`src/rtl/lptc_pkg.sv`:
```
// Shared types, constants and the per-LED next-state function of the LED pattern timer.
package lptc_pkg;

    localparam int LED_NUM   = 2;
    localparam int LED_IDX_W = 1;
    localparam int OUT_W     = 2;
    localparam int TIME_W    = 32;
    localparam int REG_W     = 16;
    localparam int CFG_IDX_W = 3;

    localparam logic [REG_W-1:0] HB_PERIOD_RST  = 16'd1000;
    localparam logic [REG_W-1:0] HB_PULSE_RST   = 16'd100;
    localparam logic [REG_W-1:0] SLOW_BLINK_RST = 16'd500;
    localparam logic [REG_W-1:0] FAST_BLINK_RST = 16'd200;
    localparam logic [REG_W-1:0] ERR_BLINK_RST  = 16'd100;
    localparam logic [REG_W-1:0] FLASH_RST      = 16'd50;

    typedef enum logic [2:0] {
        ACT_TICK     = 3'd0,
        ACT_SET_MODE = 3'd1,
        ACT_FORCE    = 3'd2,
        ACT_TOGGLE   = 3'd3,
        ACT_FLASH    = 3'd4
    } action_t;

    typedef enum logic [2:0] {
        MODE_OFF   = 3'd0,
        MODE_ON    = 3'd1,
        MODE_HEART = 3'd2,
        MODE_SLOW  = 3'd3,
        MODE_FAST  = 3'd4,
        MODE_ERR   = 3'd5
    } mode_t;

    typedef enum logic [CFG_IDX_W-1:0] {
        CFG_HB_PERIOD  = 3'd0,
        CFG_HB_PULSE   = 3'd1,
        CFG_SLOW_BLINK = 3'd2,
        CFG_FAST_BLINK = 3'd3,
        CFG_ERR_BLINK  = 3'd4,
        CFG_FLASH      = 3'd5
    } cfg_idx_t;

    typedef struct packed {
        logic [REG_W-1:0] hb_period;
        logic [REG_W-1:0] hb_pulse;
        logic [REG_W-1:0] slow_blink;
        logic [REG_W-1:0] fast_blink;
        logic [REG_W-1:0] err_blink;
        logic [REG_W-1:0] flash;
    } cfg_t;

    typedef struct packed {
        logic [2:0]           action;
        logic [LED_IDX_W-1:0] led_index;
        logic [2:0]           mode_code;
        logic                 level;
    } cmd_t;

    typedef struct packed {
        logic [2:0]        mode;
        logic [TIME_W-1:0] stamp;
        logic [REG_W-1:0]  interval;
        logic              phase;
        logic              pin;
        logic              active;
    } led_state_t;

    // Next state of one LED for one item. now is the time after the item,
    // so on a tick it is already the advanced count.
    function automatic led_state_t led_step(led_state_t s, cmd_t c, logic hit,
                                            logic [TIME_W-1:0] now, cfg_t cfg);
        led_state_t        n;
        logic [TIME_W-1:0] age;
        logic              int_done;
        n        = s;
        age      = now - s.stamp;
        int_done = age >= TIME_W'(s.interval);
        if (c.action == ACT_TICK)
        begin
            // Interrupt-side rules first: pulse end and flash expiry.
            if (s.active)
            begin
                if (s.mode == MODE_HEART)
                begin
                    if (s.phase && age >= TIME_W'(cfg.hb_pulse))
                    begin
                        n.phase = 1'b0;
                        n.pin   = 1'b0;
                    end
                end
                else if (s.mode == MODE_ON)
                begin
                    if (s.interval != '0 && int_done)
                    begin
                        n.phase  = 1'b0;
                        n.pin    = 1'b0;
                        n.active = 1'b0;
                    end
                end
            end
            // Then the main-loop rules: pulse start and blink toggling.
            if (n.active && int_done)
            begin
                if (s.mode == MODE_HEART)
                begin
                    n.stamp = now;
                    n.phase = 1'b1;
                    n.pin   = 1'b1;
                end
                else if (s.mode == MODE_SLOW || s.mode == MODE_FAST
                         || s.mode == MODE_ERR)
                begin
                    n.stamp = now;
                    n.phase = ~n.phase;
                    n.pin   = n.phase;
                end
            end
        end
        else if (hit)
        begin
            case (c.action)
                ACT_SET_MODE:
                begin
                    n.mode   = c.mode_code;
                    n.stamp  = now;
                    n.active = 1'b1;
                    case (c.mode_code)
                        MODE_OFF:
                        begin
                            n.active = 1'b0;
                            n.phase  = 1'b0;
                            n.pin    = 1'b0;
                        end
                        MODE_ON:
                        begin
                            n.active = 1'b0;
                            n.phase  = 1'b1;
                            n.pin    = 1'b1;
                        end
                        MODE_HEART:
                        begin
                            n.interval = cfg.hb_period;
                            n.phase    = 1'b0;
                        end
                        MODE_SLOW:
                        begin
                            n.interval = cfg.slow_blink;
                            n.phase    = 1'b0;
                        end
                        MODE_FAST:
                        begin
                            n.interval = cfg.fast_blink;
                            n.phase    = 1'b0;
                        end
                        MODE_ERR:
                        begin
                            n.interval = cfg.err_blink;
                            n.phase    = 1'b0;
                        end
                        default: ;
                    endcase
                end
                ACT_FORCE:
                begin
                    n.active = 1'b0;
                    n.phase  = c.level;
                    n.pin    = c.level;
                end
                ACT_TOGGLE:
                begin
                    n.phase = ~s.phase;
                    n.pin   = ~s.phase;
                end
                ACT_FLASH:
                begin
                    n.mode     = MODE_ON;
                    n.stamp    = now;
                    n.interval = cfg.flash;
                    n.active   = 1'b1;
                    n.phase    = 1'b1;
                    n.pin      = 1'b1;
                end
                default: ;
            endcase
        end
        return n;
    endfunction

endpackage

```
`src/rtl/lptc_cfg_regs.sv`:
```
// Configuration register file of the LED pattern timer.
module lptc_cfg_regs (
    input  logic                           clk,
    input  logic                           rst_n,
    input  logic                           cfg_write_en,
    input  logic [lptc_pkg::CFG_IDX_W-1:0] cfg_index,
    input  logic [lptc_pkg::REG_W-1:0]     cfg_data,
    output lptc_pkg::cfg_t                 cfg
);
    import lptc_pkg::*;

    cfg_t cfg_reg;
    cfg_t cfg_next;

    always_comb
    begin
        cfg_next = cfg_reg;
        if (cfg_write_en)
        begin
            case (cfg_index)
                CFG_HB_PERIOD:  cfg_next.hb_period  = cfg_data;
                CFG_HB_PULSE:   cfg_next.hb_pulse   = cfg_data;
                CFG_SLOW_BLINK: cfg_next.slow_blink = cfg_data;
                CFG_FAST_BLINK: cfg_next.fast_blink = cfg_data;
                CFG_ERR_BLINK:  cfg_next.err_blink  = cfg_data;
                CFG_FLASH:      cfg_next.flash      = cfg_data;
                default: ;
            endcase
        end
    end

    always_ff @(posedge clk or negedge rst_n)
    begin
        if (!rst_n)
        begin
            cfg_reg.hb_period  <= HB_PERIOD_RST;
            cfg_reg.hb_pulse   <= HB_PULSE_RST;
            cfg_reg.slow_blink <= SLOW_BLINK_RST;
            cfg_reg.fast_blink <= FAST_BLINK_RST;
            cfg_reg.err_blink  <= ERR_BLINK_RST;
            cfg_reg.flash      <= FLASH_RST;
        end
        else
        begin
            cfg_reg <= cfg_next;
        end
    end

    assign cfg = cfg_reg;

endmodule

```
`src/rtl/lptc_led_bank.sv`:
```
// State registers and next-state logic of all LEDs, updated in parallel.
module lptc_led_bank (
    input  logic                         clk,
    input  logic                         rst_n,
    input  logic                         update,
    input  lptc_pkg::cmd_t               cmd,
    input  logic [lptc_pkg::TIME_W-1:0]  now,
    input  lptc_pkg::cfg_t               cfg,
    output logic [lptc_pkg::LED_NUM-1:0] pins_next,
    output logic [lptc_pkg::LED_NUM-1:0] active_next
);
    import lptc_pkg::*;

    led_state_t state_reg  [LED_NUM];
    led_state_t state_next [LED_NUM];

    for (genvar i = 0; i < LED_NUM; i++)
    begin : g_led
        always_comb
        begin
            state_next[i] = led_step(state_reg[i], cmd,
                                     cmd.led_index == LED_IDX_W'(i), now, cfg);
        end

        // The first LED comes out of reset running the heartbeat.
        always_ff @(posedge clk or negedge rst_n)
        begin
            if (!rst_n)
            begin
                state_reg[i].mode     <= (i == 0) ? MODE_HEART : MODE_OFF;
                state_reg[i].stamp    <= '0;
                state_reg[i].interval <= (i == 0) ? HB_PERIOD_RST : '0;
                state_reg[i].phase    <= 1'b0;
                state_reg[i].pin      <= 1'b0;
                state_reg[i].active   <= (i == 0);
            end
            else if (update)
            begin
                state_reg[i] <= state_next[i];
            end
        end

        assign pins_next[i]   = state_next[i].pin;
        assign active_next[i] = state_next[i].active;
    end

endmodule

```
`src/rtl/led_pattern_timer_controller.sv`:
```
// Top level of the LED pattern timer: input register, time base and result register.
//
// Items enter on in_valid/in_stall; each carries a tick or a command for one LED.
// Every accepted item gives exactly one result on out_valid/out_stall: the LED
// levels, the timed-control flags and the tick count as they stand after it.
// The item is first held in the input register; when the result register is
// free, the LED next-state logic (one 32-bit subtract and compare per LED)
// writes the state and the result register together. Throughput is one item per
// cycle while the result side does not stall; the subtract-and-compare of each LED is
// the longest path. in_stall rises only while the input register holds an
// item that cannot move because the result register is full and stalled;
// nothing is dropped and a waiting result holds steady.
// Configuration is written through cfg_write_en, cfg_index and cfg_data; the user must
// write it only while no item is in flight, which the block itself does not enforce;
// writes to unused indexes are ignored. After reset both channels are empty, time is
// zero, the first LED runs the heartbeat and the second is off; registers hold their documented defaults.
module led_pattern_timer_controller (
    input  logic                           clk,
    input  logic                           rst_n,
    input  logic                           in_valid,
    output logic                           in_stall,
    input  logic [2:0]                     action,
    input  logic [lptc_pkg::LED_IDX_W-1:0] led_index,
    input  logic [2:0]                     mode_code,
    input  logic                           level,
    output logic                           out_valid,
    input  logic                           out_stall,
    output logic [lptc_pkg::OUT_W-1:0]     led_levels,
    output logic [lptc_pkg::OUT_W-1:0]     auto_active,
    output logic [lptc_pkg::TIME_W-1:0]    time_now,
    input  logic                           cfg_write_en,
    input  logic [lptc_pkg::CFG_IDX_W-1:0] cfg_index,
    input  logic [lptc_pkg::REG_W-1:0]     cfg_data
);
    import lptc_pkg::*;

    cfg_t               cfg;
    logic               in_valid_reg;
    cmd_t               item_reg;
    logic [TIME_W-1:0]  tick_reg;
    logic [TIME_W-1:0]  tick_next;
    logic               out_valid_reg;
    logic [OUT_W-1:0]   led_levels_reg;
    logic [OUT_W-1:0]   auto_active_reg;
    logic [TIME_W-1:0]  time_now_reg;
    logic [LED_NUM-1:0] pins_next;
    logic [LED_NUM-1:0] active_next;
    logic               out_free;
    logic               advance;
    logic               accept;

    lptc_cfg_regs u_cfg (
        .clk          (clk),
        .rst_n        (rst_n),
        .cfg_write_en (cfg_write_en),
        .cfg_index    (cfg_index),
        .cfg_data     (cfg_data),
        .cfg          (cfg)
    );

    // The held item moves on when the result register is empty or being taken.
    assign out_free  = !out_valid_reg || !out_stall;
    assign advance   = in_valid_reg && out_free;
    assign in_stall  = in_valid_reg && !out_free;
    assign accept    = in_valid && !in_stall;
    assign tick_next = (item_reg.action == ACT_TICK) ? tick_reg + 1'b1 : tick_reg;

    lptc_led_bank u_bank (
        .clk         (clk),
        .rst_n       (rst_n),
        .update      (advance),
        .cmd         (item_reg),
        .now         (tick_next),
        .cfg         (cfg),
        .pins_next   (pins_next),
        .active_next (active_next)
    );

    always_ff @(posedge clk or negedge rst_n)
    begin
        if (!rst_n)
        begin
            in_valid_reg  <= 1'b0;
            out_valid_reg <= 1'b0;
            tick_reg      <= '0;
        end
        else
        begin
            if (accept)
            begin
                in_valid_reg <= 1'b1;
            end
            else if (advance)
            begin
                in_valid_reg <= 1'b0;
            end
            if (advance)
            begin
                out_valid_reg <= 1'b1;
                tick_reg      <= tick_next;
            end
            else if (!out_stall)
            begin
                out_valid_reg <= 1'b0;
            end
        end
    end

    always_ff @(posedge clk)
    begin
        if (accept)
        begin
            item_reg.action    <= action;
            item_reg.led_index <= led_index;
            item_reg.mode_code <= mode_code;
            item_reg.level     <= level;
        end
        if (advance)
        begin
            led_levels_reg  <= pins_next[OUT_W-1:0];
            auto_active_reg <= active_next[OUT_W-1:0];
            time_now_reg    <= tick_next;
        end
    end

    assign out_valid   = out_valid_reg;
    assign led_levels  = led_levels_reg;
    assign auto_active = auto_active_reg;
    assign time_now    = time_now_reg;

endmodule

```
`config.mk`:
```
export PLATFORM = sky130hd
export DESIGN_NAME = led_pattern_timer_controller
export DESIGN_NICKNAME = d
export VERILOG_FILES = /design/src/rtl/lptc_pkg.sv /design/src/rtl/lptc_cfg_regs.sv /design/src/rtl/lptc_led_bank.sv /design/src/rtl/led_pattern_timer_controller.sv
export SDC_FILE = /design/constraint.sdc
export NUM_CORES = 1
export LEC_CHECK = 0
export BUFFER_PORTS_ARGS = -buffer_cell sky130_fd_sc_hd__buf_2
export CELL_PAD_IN_SITES_DETAIL_PLACEMENT = 1
export CELL_PAD_IN_SITES_GLOBAL_PLACEMENT = 1
export CORE_UTILIZATION = 50
export DETAILED_ROUTE_END_ITERATION = 10
export PLACE_DENSITY_LB_ADDON = 0.1
export SYNTH_ARGS = -nofsm -noshare
export SYNTH_HDL_FRONTEND = slang
export SYNTH_SLANG_ARGS = --single-unit
```
`constraint.sdc`:
```
create_clock -name clk -period 8.45 [get_ports clk]
set_clock_uncertainty 0.05 [all_clocks]
set_input_delay 0.4225 -clock clk [delete_from_list [all_inputs] [get_ports clk]]
set_output_delay 0.4225 -clock clk [all_outputs]
set_load 0.03 [all_outputs]
```
==> impl_results.md <==
* Status: completed
* Slew Viols, Final at 0
* Fmax at 0.127 GHz
* Final-layout fill cell count at between 4000 and 5000
* Synthesized area per cell at 9.71 um2
* Ant. Diodes at 0
* Peak VDD IR at between 0.2 and 0.25 mV
* Global route overflow at 0
* Clk sinks at around 280
* Max FO, Critical Path at 32
* Syn Inst Count at roughly 1900
* Crit-path max cell delay at just under 0.8 ns
* Longest Clk Path Bufs at 3
* Synth Flop Type: dfrtp_1
* Crit path max-delay family: simple AND/OR/NAND/NOR gates
* Post-synth EDFFs at 44
* Syn. warnings at 0
* Crit path arrival time at 8.23 ns
* Least-Margin Pin Slew at ~1.2 ns
* Worst-path clk slew at 0.06 ns
* Setup WS pre-CTS at ~0.75 ns
* Leak pwr at about 9.4 nW
* TritonRoute pass-1 iters at 4
* Boundary pin count at 70
* Layout area overhead at 10.5%
* Number of gates resized after cts at 0
* Vias post-DR at 14600
* Tmin final at approximately 8 ns
* Die height at 194 um
* CTS tree: done
* DR vias/cell at 5.99
* Fin nets at roughly 2100
* Startpoint types: register
* PwrDens at 312 nW/um2
* Initial Util at ~51%
* CP most frequent cell: o21ai_0
* Crit-path slowest cell: a2111oi_0
* Mapped Nets at 2065
* Antenna violations before repair at 0
* Headroom to the max-slew limit at between 10% and 20%
* Routed Antenna Nets at 0
* Synth Cell Area at between 15000 and 20000 um2
* Synth async-reset ratio at a little over four fifths
* Final hold vios at 0
* DRT Wirelength at between 50000 and 60000 um
* Worst skew pair latency at between 0.5 and 0.6 ns
* Gr usage total at a little under a third
* Pin count of the biggest net entering global routing at 168
* Routed len/inst at approximately 23 um
* Max Cap Violations at 0
* Initial drt markers at 671
* Hpwl dp at between 40000 and 50000 um
* Crit path capture type: register
* Synthesized flop and latch total at between 200 and 300
* WS Path Type: register to register
* Power Total at ~6.4 mW
* Vias in the first global route at about 16000
* Final setup margin at a little over 0.6 ns
* Layout cells sized above 1 at ~20%
* Register area share after synthesis at just under 40%
* RSZ-0062 raised after global routing: no
* Hold WC Path Type: primary input to register
* Period utilization at between 90% and 100%
* Floorplan core area at 36500 um2
* Final count of negative-setup-slack endpoints at 0
* Max FFs per register at 108
* Number of placement rows at 70
* # H-tree levels at 2
* Gpl congestion at a little over 0.9
* CTS root buffer: clkbuf_16
* Die ar. at roughly 38000 um2
* Buf+Inv Stages, Crit Path at 1
* TNS Setup at 0 ns
* IO Port Bufs at just under 70
* Die Wd at between 150 and 200 um
* CTS buffer count at 34
* Hold_ws at 0.0353 ns
* Cell variety after synth at just under 100
* Req. time, crit path at ~8.8 ns
* DRC Markers at 0
* First-pass GRT wire length at ~89000 um
synthesized netlist by cell type (40+ instances only):
master,n,area [um2]
clkbuf_1,58,218
o21ai_0,187,936
a21oi_1,111,556
edfxtp_1,44,1320
inv_1,134,503
ha_1,129,1610
mux2_2,128,1440
xnor2_1,65,569
xor2_1,40,350
dfrtp_1,206,5150
nand2_1,165,619
nor2_1,121,454
cells by family (layout without fill, tap and decap cells):
kind of cell    after synthesis  after routing  synth area share, %
fa+ha+maj                   131            131                 8.96
buf+inv                     221            294                 5.51
simple gates                516            516                 13.8
compound gates              478            478                 16.4
mux                         169            169                 10.7
flops                       282            282                 39.6
xor+xnor                    105            105                 4.98
cell usage in the layout (no fill, tap or decap), drive strengths merged, types with 9 or more instances in the layout:
cell,count
buf,91
inv,135
nor4,14
and3,17
nor3,32
nand4,29
nand2b,17
dfrtp,206
o21bai,10
xor2,40
dlygate4sd3,9
nand3,36
edfxtp,44
dfstp,32
and2,19
or3,10
a31oi,9
mux2i,16
mux2,153
o21ai,191
o211ai,15
o21a,19
nor2,124
a21oi,112
ha,129
or2,9
a221oi,20
nand2,167
a211oi,13
nor2b,11
clkbuf,50
xnor2,65
a21o,35
report_power, final:
group | internal (mW) | switching [mW]
logic | 1.21 | 1.76
registers | 1.64 | 0.172
clock network | 0.992 | 0.601
total | 3.84 | 2.53
final cells by class:
cell class	count	area (um2)	share of cell area, %
clock inverter	10	185	0.907
timing repair buffer	100	623	3.05
clock buffer	50	1020	5.01
inverter	134	503	2.46
multi-input combinational	1399	10200	49.8
tap	468	586	2.87
sequential	282	7320	35.9
final timing paths:
| kind | from | end | slack [ns] | depth (start not counted) |
|---|---|---|---|---|
| worst max register to register | item_reg[6] | u_bank.state_reg[19] | 0.60 | 26 |
| max in group asynchronous | rst_n | u_cfg.cfg[16] | 6.61 | 3 |
| worst min-delay path | in_valid | in_valid_reg | 0.04 | 2 |
| worst min register to register | u_bank.state_reg[63] | u_bank.state_reg[63] | 0.45 | 2 |
| worst max-delay path | item_reg[6] | u_bank.state_reg[19] | 0.60 | 26 |
| min in group asynchronous | rst_n | u_bank.state_reg[100] | 0.39 | 2 |
per-stage QoR:
stage / utilization, % / cell area (um2) / cells
after floorplan: - / 18500 / 1902
after CTS: 55.9 / 20400 / 2443
after global routing: 55.9 / 20400 / 2443
final: 55.9 / 20400 / 2443
after global placement: 52.3 / 19100 / 2374
after detailed placement: 52.3 / 19100 / 2374
metal layers:
metal	global-route usage (%)	routed length, um	part of all wire, %
met5	0	0	0
met4	9.88	1740	3.1
met3	4.42	1780	3.2
met2	53.4	27900	51
met1	37.4	23800	43
timing repair:
item,in CTS,in global routing
buffers inserted,0,0
hold buffers,9,0
endpoints found under the hold margin,79,0
(Power assumes the default switching activity.)
